===== src/hw/rtl/ecdc_pkg.sv =====
// Shared types and constants for the elevator car and door controller
package ecdc_pkg;

  typedef enum logic [2:0] {
    CAR_GROUND  = 3'd0,
    CAR_CONFIG  = 3'd1,
    CAR_DOWN    = 3'd2,
    CAR_UP      = 3'd3,
    CAR_STOPPED = 3'd4,
    CAR_RETURN  = 3'd5
  } car_mode_t;

  typedef enum logic [2:0] {
    DOOR_CLOSED  = 3'd0,
    DOOR_OPENING = 3'd1,
    DOOR_OPEN    = 3'd2,
    DOOR_TRYING  = 3'd3,
    DOOR_ALARM   = 3'd4,
    DOOR_CLOSING = 3'd5
  } door_mode_t;

  // Sequencer states
  typedef enum logic [2:0] {
    SEQ_IDLE,
    SEQ_ENQ,
    SEQ_CAR,
    SEQ_DOOR,
    SEQ_CMP,
    SEQ_SHIFT,
    SEQ_OUT
  } seq_state_t;

  typedef enum logic [1:0] {
    REG_FLOOR_TRAVEL = 2'd0,
    REG_DOOR_TRAVEL  = 2'd1,
    REG_TOP_FLOOR    = 2'd2,
    REG_BASEMENTS    = 2'd3
  } reg_index_t;

  localparam int CFG_INDEX_W = 2;
  localparam int CFG_DATA_W  = 5;

  // Command from sequencer to datapath
  typedef struct packed {
    logic enq;
    logic car;
    logic door;
    logic cmp;
    logic shift;
  } dp_cmd_t;

  // Status from datapath to sequencer
  typedef struct packed {
    logic shift_busy;
  } dp_status_t;

endpackage


===== src/hw/rtl/ecdc_if.sv =====
// Valid/ready channel interface
interface ecdc_if #(parameter int W = 1);
  logic         valid;
  logic         ready;
  logic [W-1:0] data;
  modport source (output valid, output data, input ready);
  modport sink (input valid, input data, output ready);
endinterface


===== src/hw/rtl/ecdc_ctrl.sv =====
// Sequencer that steps one tick item through the datapath phases
module ecdc_ctrl
  import ecdc_pkg::*;
(
  input  logic       clk,
  input  logic       rst,
  input  logic       in_valid,
  output logic       in_ready,
  output logic       out_valid,
  input  logic       out_ready,
  input  dp_status_t status,
  output dp_cmd_t    cmd
);

  seq_state_t state, state_next;

  always_ff @(posedge clk) begin
    if (rst) begin
      state <= SEQ_IDLE;
    end else begin
      state <= state_next;
    end
  end

  // Next state
  always_comb begin
    state_next = state;
    case (state)
      SEQ_IDLE:  if (in_valid) state_next = SEQ_ENQ;
      SEQ_ENQ:   state_next = SEQ_CAR;
      SEQ_CAR:   state_next = SEQ_DOOR;
      SEQ_DOOR:  state_next = SEQ_CMP;
      SEQ_CMP:   state_next = SEQ_SHIFT;
      SEQ_SHIFT: if (!status.shift_busy) state_next = SEQ_OUT;
      SEQ_OUT:   if (out_ready) state_next = SEQ_IDLE;
      default:   state_next = SEQ_IDLE;
    endcase
  end

  // Outputs
  always_comb begin
    cmd       = '0;
    in_ready  = 1'b0;
    out_valid = 1'b0;
    case (state)
      SEQ_IDLE:  in_ready = 1'b1;
      SEQ_ENQ:   cmd.enq = 1'b1;
      SEQ_CAR:   cmd.car = 1'b1;
      SEQ_DOOR:  cmd.door = 1'b1;
      SEQ_CMP:   cmd.cmp = 1'b1;
      SEQ_SHIFT: cmd.shift = 1'b1;
      SEQ_OUT:   out_valid = 1'b1;
      default:   ;
    endcase
  end

endmodule


===== src/hw/rtl/ecdc_dp.sv =====
// Datapath: config registers, queue, car and door state, timers, lamps
module ecdc_dp
  import ecdc_pkg::*;
#(
  parameter int QUEUE_DEPTH      = 10,
  parameter int TICKS_PER_SECOND = 10
) (
  input  logic                   clk,
  input  logic                   rst,
  input  logic                   cfg_we,
  input  logic [CFG_INDEX_W-1:0] cfg_index,
  input  logic [CFG_DATA_W-1:0]  cfg_data,
  input  logic                   in_take,
  input  logic                   request_valid,
  input  logic signed [5:0]      request_floor,
  input  logic                   obstruction,
  input  dp_cmd_t                cmd,
  output dp_status_t             status,
  output logic [2:0]             car_mode_out,
  output logic [2:0]             door_mode_out,
  output logic signed [5:0]      current_floor,
  output logic [1:0]             direction_mark,
  output logic                   moving_lamp,
  output logic                   stopped_lamp,
  output logic                   opening_lamp,
  output logic                   open_lamp,
  output logic                   closing_lamp,
  output logic                   alarm_lamp,
  output logic [3:0]             pending_total
);

  localparam int QA = (QUEUE_DEPTH > 1) ? $clog2(QUEUE_DEPTH) : 1;
  localparam int QC = $clog2(QUEUE_DEPTH + 1);
  // Timer widths: travel thresholds up to 10 s, hold 2 s, idle 3 s
  localparam int TMAX = 10 * TICKS_PER_SECOND + 2;
  localparam int TW   = $clog2(TMAX + 1);
  localparam int IDLE_LIM = 3 * TICKS_PER_SECOND;
  localparam int IW   = $clog2(IDLE_LIM + 1);
  localparam int HOLD_LIM = 2 * TICKS_PER_SECOND;
  localparam int BLINK_LIM = TICKS_PER_SECOND / 2;
  localparam int BW   = $clog2(BLINK_LIM + 2);
  localparam int SW   = 4;

  logic [3:0] floor_sec, door_sec;
  logic [4:0] top_floor;
  logic [2:0] basements;

  car_mode_t  car_mode;
  door_mode_t door_mode;
  logic signed [5:0] pos;
  logic signed [5:0] queue [QUEUE_DEPTH];
  logic [QC-1:0] count;
  logic [QA-1:0] shift_idx;
  logic          shifting;
  logic [TW-1:0] tt_up, tt_dn, tt_ret, dt_open, dt_hold, dt_close;
  logic [IW-1:0] idle;
  logic [BW-1:0] blink;
  // control flags
  logic cf_up, cf_down, cf_openseq, cf_closeseq, cf_atfloor, cf_moveen;
  // entry flags
  logic ef_ground, ef_stop, ef_opening, ef_opened, ef_closing;
  logic lb_moving, lb_stopped, lb_opening, lb_open, lb_closing, lb_alarm;
  logic [1:0] dir;
  logic req_v, obst;
  logic signed [5:0] req_f;

  // Thresholds in ticks; one small multiply each
  logic [TW-1:0] car_thr, door_thr;
  assign car_thr  = TW'(floor_sec * TICKS_PER_SECOND);
  assign door_thr = TW'(door_sec * TICKS_PER_SECOND);

  logic signed [5:0] head;
  assign head = queue[0];
  assign status.shift_busy = shifting;

  logic signed [6:0] lo_lim, hi_lim;
  assign lo_lim = -$signed({4'd0, basements});
  assign hi_lim = $signed({2'd0, top_floor});

  always_ff @(posedge clk) begin
    if (in_take) begin
      req_v <= request_valid;
      req_f <= request_floor;
      obst  <= obstruction;
    end
  end

  // Configuration writes, out of range values ignored
  always_ff @(posedge clk) begin
    if (rst) begin
      floor_sec <= 4'd1;
      door_sec  <= 4'd1;
      top_floor <= 5'd16;
      basements <= 3'd3;
    end else if (cfg_we) begin
      case (reg_index_t'(cfg_index))
        REG_FLOOR_TRAVEL:
          if (cfg_data >= 5'd1 && cfg_data <= 5'd10) floor_sec <= cfg_data[3:0];
        REG_DOOR_TRAVEL:
          if (cfg_data >= 5'd1 && cfg_data <= 5'd10) door_sec <= cfg_data[3:0];
        REG_TOP_FLOOR:
          if (cfg_data >= 5'd1 && cfg_data <= 5'd20) top_floor <= cfg_data;
        REG_BASEMENTS:
          if (cfg_data >= 5'd1 && cfg_data <= 5'd5) basements <= cfg_data[2:0];
        default: ;
      endcase
    end
  end

  always_ff @(posedge clk) begin
    if (rst) begin
      car_mode <= CAR_GROUND;
      door_mode <= DOOR_CLOSED;
      pos <= '0;
      for (int i = 0; i < QUEUE_DEPTH; i++) queue[i] <= '0;
      count <= '0;
      shifting <= 1'b0;
      shift_idx <= '0;
      tt_up <= '0; tt_dn <= '0; tt_ret <= '0;
      dt_open <= '0; dt_hold <= '0; dt_close <= '0;
      idle <= '0;
      blink <= '0;
      {cf_up, cf_down, cf_openseq, cf_closeseq, cf_atfloor, cf_moveen} <= '0;
      {ef_ground, ef_stop, ef_opening, ef_opened, ef_closing} <= '1;
      {lb_moving, lb_stopped, lb_opening, lb_open, lb_closing, lb_alarm} <= 6'b010000;
      dir <= 2'd0;
    end else begin
      // Enqueue a request in range when there is room
      if (cmd.enq) begin
        if (req_v && $signed({req_f[5], req_f}) >= lo_lim &&
            $signed({req_f[5], req_f}) <= hi_lim && count < QC'(QUEUE_DEPTH)) begin
          queue[QA'(count)] <= req_f;
          count <= count + 1'b1;
        end
      end

      // Car state machine
      if (cmd.car) begin
        case (car_mode)
          CAR_GROUND: begin
            logic cu, cs;
            cu = cf_closeseq;
            cs = 1'b0;
            if (ef_ground) begin
              cf_openseq <= 1'b1;
              ef_ground <= 1'b0;
            end
            if (cf_up) begin
              if (!cu) begin
                cf_closeseq <= 1'b1; cs = 1'b1;
              end else if (door_mode == DOOR_CLOSED) begin
                car_mode <= CAR_UP; lb_stopped <= 1'b0; lb_moving <= 1'b1;
                dir <= 2'd1; cf_closeseq <= 1'b0; cs = 1'b1;
              end
            end
            if (cf_down && !cs) begin
              if (!cu) begin
                cf_closeseq <= 1'b1;
              end else if (door_mode == DOOR_CLOSED) begin
                car_mode <= CAR_DOWN; lb_stopped <= 1'b0; lb_moving <= 1'b1;
                dir <= 2'd2; cf_closeseq <= 1'b0;
              end
            end
          end
          CAR_UP, CAR_DOWN: begin
            logic up;
            logic [TW-1:0] t;
            up = (car_mode == CAR_UP);
            t = up ? tt_up : tt_dn;
            if (cf_atfloor) begin
              car_mode <= CAR_STOPPED; lb_stopped <= 1'b1; lb_moving <= 1'b0;
              dir <= 2'd0; cf_moveen <= 1'b0;
              if (up) tt_up <= '0; else tt_dn <= '0;
            end else begin
              if (t >= car_thr) begin
                pos <= up ? pos + 6'sd1 : pos - 6'sd1;
                t = '0;
              end
              if (up) tt_up <= t + 1'b1; else tt_dn <= t + 1'b1;
            end
          end
          CAR_STOPPED: begin
            logic me, up2, dn2;
            logic [IW-1:0] id;
            car_mode_t m;
            me = cf_moveen;
            id = idle;
            m = CAR_STOPPED;
            if (ef_stop) begin
              cf_openseq <= 1'b1; id = '0; ef_stop <= 1'b0; me = 1'b0;
              cf_moveen <= 1'b0;
            end
            up2 = 1'b0; dn2 = 1'b0;
            if (door_mode == DOOR_OPEN) begin
              cf_closeseq <= 1'b1;
            end else if (door_mode == DOOR_CLOSED && me) begin
              up2 = cf_up; dn2 = cf_down;
              if (cf_up || cf_down) begin
                lb_stopped <= 1'b0; lb_moving <= 1'b1;
                cf_atfloor <= 1'b0; cf_closeseq <= 1'b0; ef_stop <= 1'b1;
              end
              if (dn2) begin
                m = CAR_DOWN; dir <= 2'd2;
              end else if (up2) begin
                m = CAR_UP; dir <= 2'd1;
              end
            end
            if (!cf_up && !cf_down && id < IW'(IDLE_LIM)) id = id + 1'b1;
            idle <= id;
            if (id >= IW'(IDLE_LIM) && door_mode == DOOR_CLOSED) begin
              m = CAR_RETURN;
              lb_stopped <= 1'b0; lb_moving <= 1'b1;
              cf_atfloor <= 1'b0; cf_moveen <= 1'b1; ef_stop <= 1'b1;
            end
            car_mode <= m;
          end
          CAR_RETURN: begin
            logic [TW-1:0] t;
            t = tt_ret;
            if (cf_atfloor) begin
              car_mode <= CAR_GROUND; lb_stopped <= 1'b1; lb_moving <= 1'b0;
              dir <= 2'd0; tt_ret <= '0; ef_ground <= 1'b1;
            end else begin
              if (t > car_thr) begin
                if (pos < 0) begin
                  dir <= 2'd1; pos <= pos + 6'sd1;
                end else begin
                  dir <= 2'd2; pos <= pos - 6'sd1;
                end
                t = '0;
              end
              tt_ret <= t + 1'b1;
            end
          end
          default: ;
        endcase
      end

      // Door state machine
      if (cmd.door) begin
        case (door_mode)
          DOOR_CLOSED:
            if (cf_openseq) begin
              door_mode <= DOOR_OPENING; lb_opening <= 1'b1; cf_openseq <= 1'b0;
            end
          DOOR_OPENING: begin
            logic [TW-1:0] t;
            t = ef_opening ? '0 : dt_open;
            if (t < door_thr) t = t + 1'b1;
            ef_opening <= 1'b0;
            if (t >= door_thr) begin
              door_mode <= DOOR_OPEN; cf_moveen <= 1'b0; ef_opening <= 1'b1;
              lb_opening <= 1'b0; lb_open <= 1'b1;
            end
            dt_open <= t;
          end
          DOOR_OPEN: begin
            logic [TW-1:0] t;
            t = ef_opened ? '0 : dt_hold;
            if (t < TW'(HOLD_LIM)) t = t + 1'b1;
            ef_opened <= 1'b0;
            if (t >= TW'(HOLD_LIM) && cf_closeseq) begin
              door_mode <= DOOR_TRYING; ef_opened <= 1'b1;
            end
            dt_hold <= t;
          end
          DOOR_TRYING: begin
            lb_open <= 1'b0;
            if (obst) begin
              door_mode <= DOOR_ALARM;
            end else begin
              door_mode <= DOOR_CLOSING; lb_closing <= 1'b1;
            end
          end
          DOOR_ALARM: begin
            logic [BW-1:0] b;
            logic a;
            b = blink;
            a = lb_alarm;
            if (b < BW'(BLINK_LIM)) b = b + 1'b1;
            if (b >= BW'(BLINK_LIM)) begin
              a = !a; b = '0;
            end
            if (!obst) begin
              door_mode <= DOOR_CLOSING; a = 1'b0;
            end
            blink <= b;
            lb_alarm <= a;
          end
          DOOR_CLOSING: begin
            logic [TW-1:0] t;
            t = ef_closing ? '0 : dt_close;
            if (t < door_thr) t = t + 1'b1;
            ef_closing <= 1'b0;
            if (t >= door_thr && cf_closeseq) begin
              door_mode <= DOOR_CLOSED; cf_closeseq <= 1'b0; ef_closing <= 1'b1;
              lb_closing <= 1'b0;
            end
            dt_close <= t;
          end
          default: ;
        endcase
      end

      // Compare position with queue head; start dequeue shift on arrival
      if (cmd.cmp) begin
        logic u, d;
        u = cf_up; d = cf_down;
        if (count != '0) begin
          if (pos == head) begin
            u = 1'b0; d = 1'b0;
            cf_atfloor <= 1'b1; cf_moveen <= 1'b0;
            shifting <= 1'b1; shift_idx <= '0;
          end else if (pos < head) begin
            u = 1'b1; d = 1'b0; cf_moveen <= 1'b1; cf_atfloor <= 1'b0;
          end else begin
            u = 1'b0; d = 1'b1; cf_moveen <= 1'b1; cf_atfloor <= 1'b0;
          end
        end
        cf_up <= u; cf_down <= d;
        if (car_mode == CAR_RETURN) begin
          if (pos == 6'sd0) begin
            cf_atfloor <= 1'b1; cf_up <= 1'b0; cf_down <= 1'b0; cf_moveen <= 1'b0;
          end else begin
            if (u || d) lb_stopped <= 1'b1;
            if (d) car_mode <= CAR_DOWN;
            else if (u) car_mode <= CAR_UP;
          end
        end
      end

      // Dequeue: one entry moves forward per cycle
      if (cmd.shift && shifting) begin
        if (QC'(shift_idx) + 1'b1 < count) begin
          queue[shift_idx] <= queue[QA'(QC'(shift_idx) + 1'b1)];
          shift_idx <= shift_idx + 1'b1;
        end else begin
          queue[shift_idx] <= '0;
          count <= count - 1'b1;
          shifting <= 1'b0;
        end
      end
    end
  end

  assign car_mode_out   = car_mode;
  assign door_mode_out  = door_mode;
  assign current_floor  = pos;
  assign direction_mark = dir;
  assign moving_lamp    = lb_moving;
  assign stopped_lamp   = lb_stopped;
  assign opening_lamp   = lb_opening;
  assign open_lamp      = lb_open;
  assign closing_lamp   = lb_closing;
  assign alarm_lamp     = lb_alarm;
  assign pending_total  = SW'(count);

endmodule


===== src/hw/rtl/elevator_car_and_door_controller_top.sv =====
// Top level of the elevator car and door controller
//
// One input item is one 100 ms tick: request_valid, request_floor and
// obstruction on channel req. Every accepted item yields one result item on
// channel res with car and door modes, floor, direction, lamps and queue size.
// A sequencer walks each item through enqueue, car step, door step, head
// compare and queue shift; the shift moves one queue entry per cycle.
// After accept, an item passes the enqueue, car, door, compare and shift
// states before the result is shown; the shift state holds while the queue
// shifts, once the car reaches the queue head. One item is in work at a
// time; the next is accepted in the cycle after the result is taken.
// While the receiver stalls, the result holds and no new item is accepted.
// Synchronous reset rst puts the car at floor 0 on the ground, doors closed,
// queue empty, registers at their defaults. Configuration is written through
// cfg_we/cfg_index/cfg_data; out of range values are ignored.
module elevator_car_and_door_controller_top
  import ecdc_pkg::*;
#(
  parameter int QUEUE_DEPTH      = 10,
  parameter int TICKS_PER_SECOND = 10
) (
  input  logic                   clk,
  input  logic                   rst,
  input  logic                   cfg_we,
  input  logic [CFG_INDEX_W-1:0] cfg_index,
  input  logic [CFG_DATA_W-1:0]  cfg_data,
  ecdc_if.sink                   req,
  ecdc_if.source                 res
);

  dp_cmd_t    cmd;
  dp_status_t status;
  logic       in_ready;
  logic       out_valid;

  logic [2:0] car_mode_out, door_mode_out;
  logic signed [5:0] current_floor;
  logic [1:0] direction_mark;
  logic moving_lamp, stopped_lamp, opening_lamp, open_lamp, closing_lamp, alarm_lamp;
  logic [3:0] pending_total;

  ecdc_ctrl u_ctrl (
    .clk, .rst,
    .in_valid (req.valid),
    .in_ready,
    .out_valid,
    .out_ready (res.ready),
    .status,
    .cmd
  );

  ecdc_dp #(
    .QUEUE_DEPTH      (QUEUE_DEPTH),
    .TICKS_PER_SECOND (TICKS_PER_SECOND)
  ) u_dp (
    .clk, .rst,
    .cfg_we, .cfg_index, .cfg_data,
    .in_take       (req.valid & in_ready),
    .request_valid (req.data[0]),
    .request_floor (req.data[6:1]),
    .obstruction   (req.data[7]),
    .cmd, .status,
    .car_mode_out, .door_mode_out, .current_floor, .direction_mark,
    .moving_lamp, .stopped_lamp, .opening_lamp, .open_lamp, .closing_lamp,
    .alarm_lamp, .pending_total
  );

  assign req.ready = in_ready;
  assign res.valid = out_valid;
  assign res.data  = {pending_total, alarm_lamp, closing_lamp, open_lamp, opening_lamp,
                      stopped_lamp, moving_lamp, direction_mark, current_floor,
                      door_mode_out, car_mode_out};

  // No new item while a result is pending
  a_no_overlap: assert property (@(posedge clk) disable iff (rst)
    res.valid |-> !req.ready) else $error("accept during result");
  // Result stays until taken
  a_hold: assert property (@(posedge clk) disable iff (rst)
    res.valid && !res.ready |=> res.valid && $stable(res.data))
    else $error("result dropped");
  // Queue count never exceeds its depth
  a_count: assert property (@(posedge clk) disable iff (rst)
    pending_total <= 4'(QUEUE_DEPTH)) else $error("queue overflow");

endmodule


===== src/flat_wrapper.sv =====
// flat-port wrapper written by rule: the top's interface ports become plain ports
module elevator_car_and_door_controller_top_flat import ecdc_pkg::*;
#(
  parameter int QUEUE_DEPTH      = 10,
  parameter int TICKS_PER_SECOND = 10
)
  (clk, rst, cfg_we, cfg_index, cfg_data, req_valid, req_data, req_ready, res_valid, res_data, res_ready);
  ecdc_if #(.W(8)) req_i ();
  ecdc_if #(.W(24)) res_i ();
  input  logic clk;
  input  logic rst;
  input  logic cfg_we;
  input  logic [CFG_INDEX_W-1:0] cfg_index;
  input  logic [CFG_DATA_W-1:0] cfg_data;
  input wire logic [$bits(req_i.valid)-1:0] req_valid;
  input wire logic [$bits(req_i.data)-1:0] req_data;
  output wire logic [$bits(req_i.ready)-1:0] req_ready;
  output wire logic [$bits(res_i.valid)-1:0] res_valid;
  output wire logic [$bits(res_i.data)-1:0] res_data;
  input wire logic [$bits(res_i.ready)-1:0] res_ready;
  assign req_i.valid = req_valid;
  assign req_i.data = req_data;
  assign req_ready = req_i.ready;
  assign res_valid = res_i.valid;
  assign res_data = res_i.data;
  assign res_i.ready = res_ready;
  elevator_car_and_door_controller_top #(.QUEUE_DEPTH(QUEUE_DEPTH), .TICKS_PER_SECOND(TICKS_PER_SECOND)) u_core (.clk(clk), .rst(rst), .cfg_we(cfg_we), .cfg_index(cfg_index), .cfg_data(cfg_data), .req(req_i), .res(res_i));
endmodule

===== config.mk =====
export PLATFORM = sky130hd
export DESIGN_NAME = elevator_car_and_door_controller_top_flat
export DESIGN_NICKNAME = d
export VERILOG_FILES = /design/src/hw/rtl/ecdc_pkg.sv /design/src/hw/rtl/ecdc_if.sv /design/src/hw/rtl/ecdc_ctrl.sv /design/src/hw/rtl/ecdc_dp.sv /design/src/hw/rtl/elevator_car_and_door_controller_top.sv /design/src/flat_wrapper.sv
export SDC_FILE = /design/constraint.sdc
export NUM_CORES = 1
export LEC_CHECK = 0
export BUFFER_PORTS_ARGS = -buffer_cell sky130_fd_sc_hd__buf_2
export CAP_MARGIN = 20
export CORE_MARGIN = 1
export CORE_UTILIZATION = 50
export DETAILED_ROUTE_END_ITERATION = 10
export PLACE_DENSITY_LB_ADDON = 0.25
export SLEW_MARGIN = 5
export SYNTH_ARGS = -nofsm -noshare
export SYNTH_HDL_FRONTEND = slang
export SYNTH_HIERARCHICAL = 1
export SYNTH_SLANG_ARGS = --single-unit

===== constraint.sdc =====
create_clock -name clk -period 5.8 [get_ports clk]
set_input_delay 0.29 -clock clk [delete_from_list [all_inputs] [get_ports clk]]
set_output_delay 0.29 -clock clk [all_outputs]
set_load 0.005 [all_outputs]

==> results of run 1 <==
==> per-stage QoR <==
stage / area [um2] / hold WS [ns]
final: 14500 / 0.0460
after global placement: 13600 / 0.449
after CTS: 14500 / 0.0294
after floorplan: 13200 / 0.368
after global routing: 14500 / 0.0420
after detailed placement: 13600 / 0.460
==> per-layer routing <==
layer / global-route usage (%) / vias to the layer above
met4: 6.86 / 0
met3: 4.80 / 64
met1: 34.4 / 5120
li1: - / 5163
met2: 39.2 / 416
met5: 0 / -
==> where the power goes <==
group,internal [mW],switching [mW]
clock network,1.01,0.630
registers,1.61,0.0396
logic,0.0804,0.142
total,2.70,0.812
==> final timing paths <==
| kind | from | end |
|---|---|---|
| setup / recovery | u_core/u_dp/door_sec[3]$_SDFFE_PP0P_ | u_core/u_dp/ef_opening$_SDFFE_PP1P_ |
| hold / removal | res_ready | u_core/u_ctrl/state[2]$_SDFFE_PP0P_ |
| setup reg to reg | u_core/u_dp/door_sec[3]$_SDFFE_PP0P_ | u_core/u_dp/ef_opening$_SDFFE_PP1P_ |
| hold reg to reg | u_core/u_dp/tt_dn[3]$_SDFFE_PP0P_ | u_core/u_dp/tt_dn[3]$_SDFFE_PP0P_ |
==> layout make-up <==
class | count | area [um2] | share of cell area [%]
Antenna cell | 1 | 2.50 | 0.0173
Inverter | 55 | 206 | 1.42
Timing Repair Buffer | 71 | 448 | 3.09
Sequential cell | 213 | 5310 | 36.6
Tap cell | 335 | 419 | 2.89
Multi-Input combinational cell | 1022 | 7260 | 50.1
Clock buffer | 33 | 688 | 4.75
Clock inverter | 11 | 155 | 1.07
==> sequential cells by signal, summed over array words and instances, names as in the netlist, 3 cells and up <==
| name | flops |
|---|---|
| u_core/u_dp/dt_open | 7 |
| u_core/u_dp/idle | 5 |
| u_core/u_dp/top_floor | 5 |
| u_core/u_dp/car_mode_out | 3 |
| u_core/u_dp/req_f | 6 |
| u_core/u_dp/blink | 3 |
| u_core/u_dp/dt_close | 7 |
| u_core/u_dp/tt_up | 7 |
| u_core/u_ctrl/state | 3 |
| u_core/u_dp/floor_sec | 4 |
| u_core/u_dp/door_sec | 4 |
| u_core/u_dp/shift_idx | 4 |
| u_core/u_dp/dt_hold | 7 |
| u_core/u_dp/current_floor | 6 |
| u_core/u_dp/queue | 96 |
| u_core/u_dp/tt_ret | 7 |
| u_core/u_dp/door_mode_out | 3 |
| u_core/u_dp/basements | 3 |
| u_core/u_dp/tt_dn | 7 |
| u_core/u_dp/pending_total | 4 |
==> synth_stat cells (all sizes together), types with 39 or more instances <==
cell,number
a21oi,78
clkbuf,51
dfxtp,109
edfxtp,104
ha,79
inv,54
mux2i,62
nand2,105
nand3,75
nor2,128
nor2b,41
o21ai,64
o22ai,39
==> worst max-delay path, delay by kind of cell (launching register included) <==
family / cells / cell delay, ns
AOI/OAI and AO/OA: 7 / 1.95
adders and majority gates: 5 / 1.41
and+or+nand+nor: 4 / 0.60
DFF: 1 / 0.38
xor gates and xnor gates: 2 / 0.34
buffers and inverters: 1 / 0.15
==> cell families after synthesis <==
kind of cell / Yosys count / share of synthesized area [%]
AO/OA/AOI/OAI: 312 / 16.0
XOR/XNOR: 25 / 1.72
adder cells (fa/ha/maj): 81 / 7.81
buffers and inverters: 136 / 4.56
flip-flops: 213 / 40.3
multiplexers: 96 / 10.2
AND/OR/NAND/NOR: 508 / 19.4
==> qor.yml, run 1 <==
worst_setup_path:
  setup.worst_path.start_class: "register"
  rr_worst_depth: 19
  cp_slowest_cell: "a2111oi_0"
  crit_path_max_incr_delay_ns: 0.42
  reg2reg_slack_ns: 0.83
  path_cells: "ha_1 -> ha_1 -> fa_1 -> xnor2_1 -> buf_4 -> ha_1 -> nand4_1 -> nor2_1 -> a211oi_4 -> and4_1 -> xor2_1 -> ha_1 -> a21o_1 -> a21o_1 -> a2111oi_0 -> o41ai_1 -> o221ai_2 -> nor2_1 -> a211o_1"
  worstSetupPathType: "reg2reg"
  cpMostUsedCell: "ha_1"
  endpoint_kind: "register"
  crit_required_ns: 6.23
  crit_arrival_ns: 5.40
  cp_max_fo: 9
pwr:
  ir_drop_uv: 272
  powerDensity_nw_per_um2: 242
  power_leakage_nw: 5.54
  power.total_mw: 3.51
drt:
  routed.top_layer: "met4"
  drc: 0
  viasPerCell: 6.18
  wl_per_cell_um: 19.3
  drt-initial-drc-count: 1068
  drtAntennaViolNets: 0
  first_pass_iters: 6
  dr_wl_met2_um: 15300
  vias: 10763
  wl_met3_um: 2660
  routed_wl_um: 33600
  wl_met1_um: 14900
cells_and_area:
  area_delta_synth_final_pct: 10.0
  layout_common_cells: "nor2_1, dfxtp_1, nand2_1"
  fill_cells: 2253
  finalNetCount: 1489
  drive_gt1_share_pct: 11.0
  fin_cells: 1741
  layout_commonest_cell: "nor2_1"
  utilization_pct: 55.9
global_routing:
  grt_max_degree: 60
  antenna_found_initial: 0
  gr-total-overflow: 0
  gr-usage-all-layers_pct: 24.8
  grt_pass1_vias: 10036
  grt_first_pass_wirelength_um: 52900
yosys:
  avgSynthCellArea_um2: 9.61
  syn_inst: 1371
  synth-main-ff-cell: "dfxtp_1"
  yosysTopAreaCell: "edfxtp_1"
  async_flop_share_pct: 0
  synth_area_leaders: "edfxtp_1, dfxtp_1, ha_1"
  synth-seq-cells: 213
  synth_edf_count: 104
  netlist_area_um2: 13200
  synth_top_area_share_pct: 23.7
  yosysUniqueCellTypes: 89
  yosysSeqAreaShare_pct: 40.3
  yosysWarnings: 6
  synth_fp_nets: 1472
timing:
  setup_ws_ns: 0.831
  min_period_over_period_pct: 85.7
  slew_headroom_pct: 23.6
  skew_ns: 0.0211
  grt_setup_unrepaired: "no"
  tightest_slew_ns: 1.14
  hold_viol: 0
  fin_crit_ns: 4.97
  drv_slew: 0
  fmax_mhz: 201
  finalSetupTns_ns: 0
  setup_viol: 0
clock_network:
  cts_resized: 0
  cts_tree: "built"
  root_buffer: "clkbuf_16"
  numCtsBuffers: 25
  htreeDepth: 1
  cts_buffer_depth: 3
  clk_pin_slew_ns: 0.06
  postCtsSetupRepairBufs: 0
  clock-sinks: 213
  ctsHoldBuffers: 8
  clk_latency_ns: 0.54
placed_design:
  io_buffers: 45
  dp_slack_ns: 0.835
  place_congestion: 0.880
  place_hpwl_um: 23700
  dp_cells: 1687
die:
  io_pins: 46
  die_y_um: 164
  die-area_um2: 27000
  die_width_um: 164
  core-area_um2: 25900
  initial_core_util_pct: 50.8
  placement_rows: 59
flow_run:
  maxCapViolCount: 0
min_path:
  holdPathStages: 3
  hold_path_class: "in2reg"
run_status:
  outcome: "complete, no violations"
Power figures use the tool's default switching activity.
==> run 2, diff against run 1 <==
--- a/config.mk
+++ b/config.mk
@@ -7,8 +7,10 @@
 export LEC_CHECK = 0
 export BUFFER_PORTS_ARGS = -buffer_cell sky130_fd_sc_hd__buf_2
 export CAP_MARGIN = 20
+export CELL_PAD_IN_SITES_DETAIL_PLACEMENT = 1
+export CELL_PAD_IN_SITES_GLOBAL_PLACEMENT = 2
 export CORE_MARGIN = 1
-export CORE_UTILIZATION = 50
+export CORE_UTILIZATION = 41
 export DETAILED_ROUTE_END_ITERATION = 10
 export PLACE_DENSITY_LB_ADDON = 0.25
 export SLEW_MARGIN = 5
==> run 2 against run 1 <==
Compared with the run above: sequential share of layout area is 0.47 points lower; first-iteration DRC count is 39% lower; routed wire length is 15% higher; final cell count is 4.4% higher; cell area is 1.3% higher; non-clock buffer count is 7 higher; sequential cell count stayed put; clock skew is 0.0011 ns higher; power is 1.0% higher; global-route usage is 1.2 points lower; combinational power is 3% higher; sequential power hardly changed; largest cell class unchanged; largest power group is now the clock network.
==> qor.yml, run 2 (same netlist as run 1, synthesis figures left out) <==
timing:
  fin_crit_ns: 5.17  # +0.198 ns
  skew_ns: 0.0222  # +0.00112 ns
  hold_viol: 0  # unchanged
  finalSetupTns_ns: 0  # unchanged
  setup_viol: 0  # unchanged
  min_period_over_period_pct: 89.1  # +3.4 points
  setup_ws_ns: 0.633  # -0.198 ns
  slew_headroom_pct: 34.7  # +11 points
  fmax_mhz: 194  # -3.8%
  grt_setup_unrepaired: "no"
  tightest_slew_ns: 0.980  # -0.162 ns
  drv_slew: 0  # unchanged
worst_setup_path:
  cpMostUsedCell: "ha_1"
  r2r-end: "u_core/u_dp/ef_opening$_SDFFE_PP1P_"
  worstSetupPathType: "reg2reg"
  cp_max_fo: 9  # unchanged
  crit_arrival_ns: 5.59  # +0.19 ns
  path_cells: "ha_1 -> ha_1 -> fa_1 -> xnor2_1 -> buf_4 -> ha_1 -> nand4_1 -> nor2_1 -> a211oi_4 -> and4_1 -> nand3_1 -> xnor2_1 -> ha_1 -> nand4_1 -> a21oi_1 -> a2111oi_0 -> o41ai_1 -> o221ai_2 -> nor2_1 -> a211o_1"
  crit_path_max_incr_delay_ns: 0.47  # +0.05 ns
  reg2reg_slack_ns: 0.63  # -0.20 ns
  endpoint_kind: "register"
  cp_slowest_cell: "a2111oi_0"
  setup.worst_path.start_class: "register"
  rr_worst_depth: 20  # +1
  critPathTopFamily: "compound AO/OA/AOI/OAI gates"
  crit_required_ns: 6.23  # about the same
  r2r_start: "u_core/u_dp/door_sec[1]$_SDFFE_PP0P_"
  worst-path-buf-inv: 1  # unchanged
placed_design:
  dp_cells: 1760  # +4.3%
  io_buffers: 45  # unchanged
  place_hpwl_um: 27900  # +18%
  dp_slack_ns: 0.631  # -0.204 ns
  place_congestion: 0.843  # -4.3%
drt:
  vias: 10878  # +1.1%
  drtAntennaViolNets: 0  # unchanged
  viasPerCell: 5.98  # -3.2%
  first_pass_iters: 5  # -1
  routed_wl_um: 38500  # +15%
  drc: 0  # unchanged
  drt-initial-drc-count: 648  # -39%
  wl_per_cell_um: 21.2  # +9.8%
cells_and_area:
  area_delta_synth_final_pct: 11.4
  layout_commonest_cell: "nor2_1"
  largest_reg_flops: 96  # unchanged
  fin_cells: 1818  # +4.4%
  largest_register: "u_core/u_dp/queue"
  drive_gt1_share_pct: 12.1  # +1.2 points
  finalNetCount: 1497  # +0.54%
  utilization_pct: 46.5  # -9.4 points
  layout_common_cells: "nor2_1, dfxtp_1, nand2_1"
  n_antenna_cell: 0  # -1
global_routing:
  grt_use_met1_pct: 33.6  # -0.76 points
  grt_max_degree: 56  # -6.7%
  grt_first_pass_wirelength_um: 62100  # +17%
  gr-total-overflow: 0  # unchanged
  antenna_found_initial: 0  # unchanged
  met3_usage_pct: 3.55  # -1.3 points
  grt_pass1_vias: 11052  # +10%
  grt-busiest-layer: "met2"
  use_met2_pct: 37.7  # -1.5 points
  gr-usage-all-layers_pct: 23.6  # -1.2 points
clock_network:
  clk_latency_ns: 0.54  # about the same
  clk_pin_slew_ns: 0.06  # about the same
  cts_buffer_depth: 3  # unchanged
  cts_tree: "built"
  cts_resized: 0  # unchanged
  root_buffer: "clkbuf_16"
  clock-sinks: 213  # unchanged
  htreeDepth: 1  # unchanged
  numCtsBuffers: 26  # +4.0%
pwr:
  power_leakage_nw: 5.59  # +0.90%
  ir_drop_uv: 187  # -31%
  powerDensity_nw_per_um2: 242  # -0.23%
  power.total_mw: 3.54  # +1.0%
die:
  io_pins: 46  # unchanged
  core-area_um2: 31600  # +22%
  die_y_um: 181  # +10%
  die-area_um2: 32800  # +22%
  die_width_um: 181  # +10%
  initial_core_util_pct: 41.7  # -9.1 points
  placement_rows: 65  # +10%
run_status:
  outcome: "complete, no violations"
min_path:
  hold_path_class: "in2reg"
  holdPathStages: 3  # unchanged
  hp-start: "res_ready"
  min_to: "u_core/u_ctrl/state[1]$_SDFFE_PP0P_"
flow_run:
  maxCapViolCount: 0  # unchanged
[run 2: cell count changes in the layout (fill, tap and decap cells not counted), moves of 2 or more]
cell	previous run	this run
clkbuf_8	1	10
buf_4	18	23
bufinv_16	4	0
clkbuf_1	5	2
clkinv_1	4	1
clkbuf_16	26	28
clkinv_4	0	2
clkinvlp_4	0	2
[run 2: worst max-delay path by stage]
stage	start	endpoint	slack, ns	cells past startpoint
after floorplan	u_core/u_dp/door_sec[1]$_SDFFE_PP0P_	u_core/u_dp/ef_opening$_SDFFE_PP1P_	1.25	18
after global placement	u_core/u_dp/door_sec[1]$_SDFFE_PP0P_	u_core/u_dp/ef_opening$_SDFFE_PP1P_	0.88	19
after detailed placement	u_core/u_dp/door_sec[1]$_SDFFE_PP0P_	u_core/u_dp/ef_opening$_SDFFE_PP1P_	0.63	19
after CTS	u_core/u_dp/door_sec[1]$_SDFFE_PP0P_	u_core/u_dp/ef_opening$_SDFFE_PP1P_	0.59	19
after global routing	u_core/u_dp/door_sec[1]$_SDFFE_PP0P_	u_core/u_dp/ef_opening$_SDFFE_PP1P_	0.20	20
final	u_core/u_dp/door_sec[1]$_SDFFE_PP0P_	u_core/u_dp/ef_opening$_SDFFE_PP1P_	0.63	20
[run 2: repair_timing]
action	4_1_cts	5_1_grt
hold buffers	8	0
setup buffers	0	0
hold endpoints to repair	8	0
[run 2: final cells by class]
class	instances	area, um2
Fill cell	3589	16900
Tap cell	402	503
Inverter	55	206
Clock buffer	40	850
Clock inverter	8	53.8
Multi-Input combinational cell	1022	7260
Sequential cell	213	5310
Timing Repair Buffer	78	493
[run 2: layer usage]
layer	up-vias	wire (um)	part of all wire [%]
li1	5172	-	-
met1	5404	18400	48
met2	249	17500	45
met3	53	1930	5.0
met4	0	754	2.0
met5	-	0	0
[run 2: metrics by stage]
step,hold slack [ns],cell area [um2]
floorplan,0.368,13200
global placement,0.442,13700
detailed placement,0.447,13700
CTS,0.0240,14700
global route,0.0648,14700
finish,0.0490,14700
[run 2: worst reg2reg max path, cell delays in order, from the launching register on]
cell,delay (ns)
dfxtp_1,0.32
ha_1,0.29
ha_1,0.21
fa_1,0.39
xnor2_1,0.14
buf_4,0.15
ha_1,0.30
nand4_1,0.10
nor2_1,0.07
a211oi_4,0.44
and4_1,0.30
nand3_1,0.10
xnor2_1,0.26
ha_1,0.30
nand4_1,0.15
a21oi_1,0.07
a2111oi_0,0.47
o41ai_1,0.21
o221ai_2,0.34
nor2_1,0.16
a211o_1,0.28
[run 2: power by group]
part | total (mW) | switching, mW | internal [mW]
clock network | 1.67 | 0.659 | 1.01
logic | 0.229 | 0.148 | 0.0809
registers | 1.65 | 0.0402 | 1.61
total | 3.54 | 0.847 | 2.70
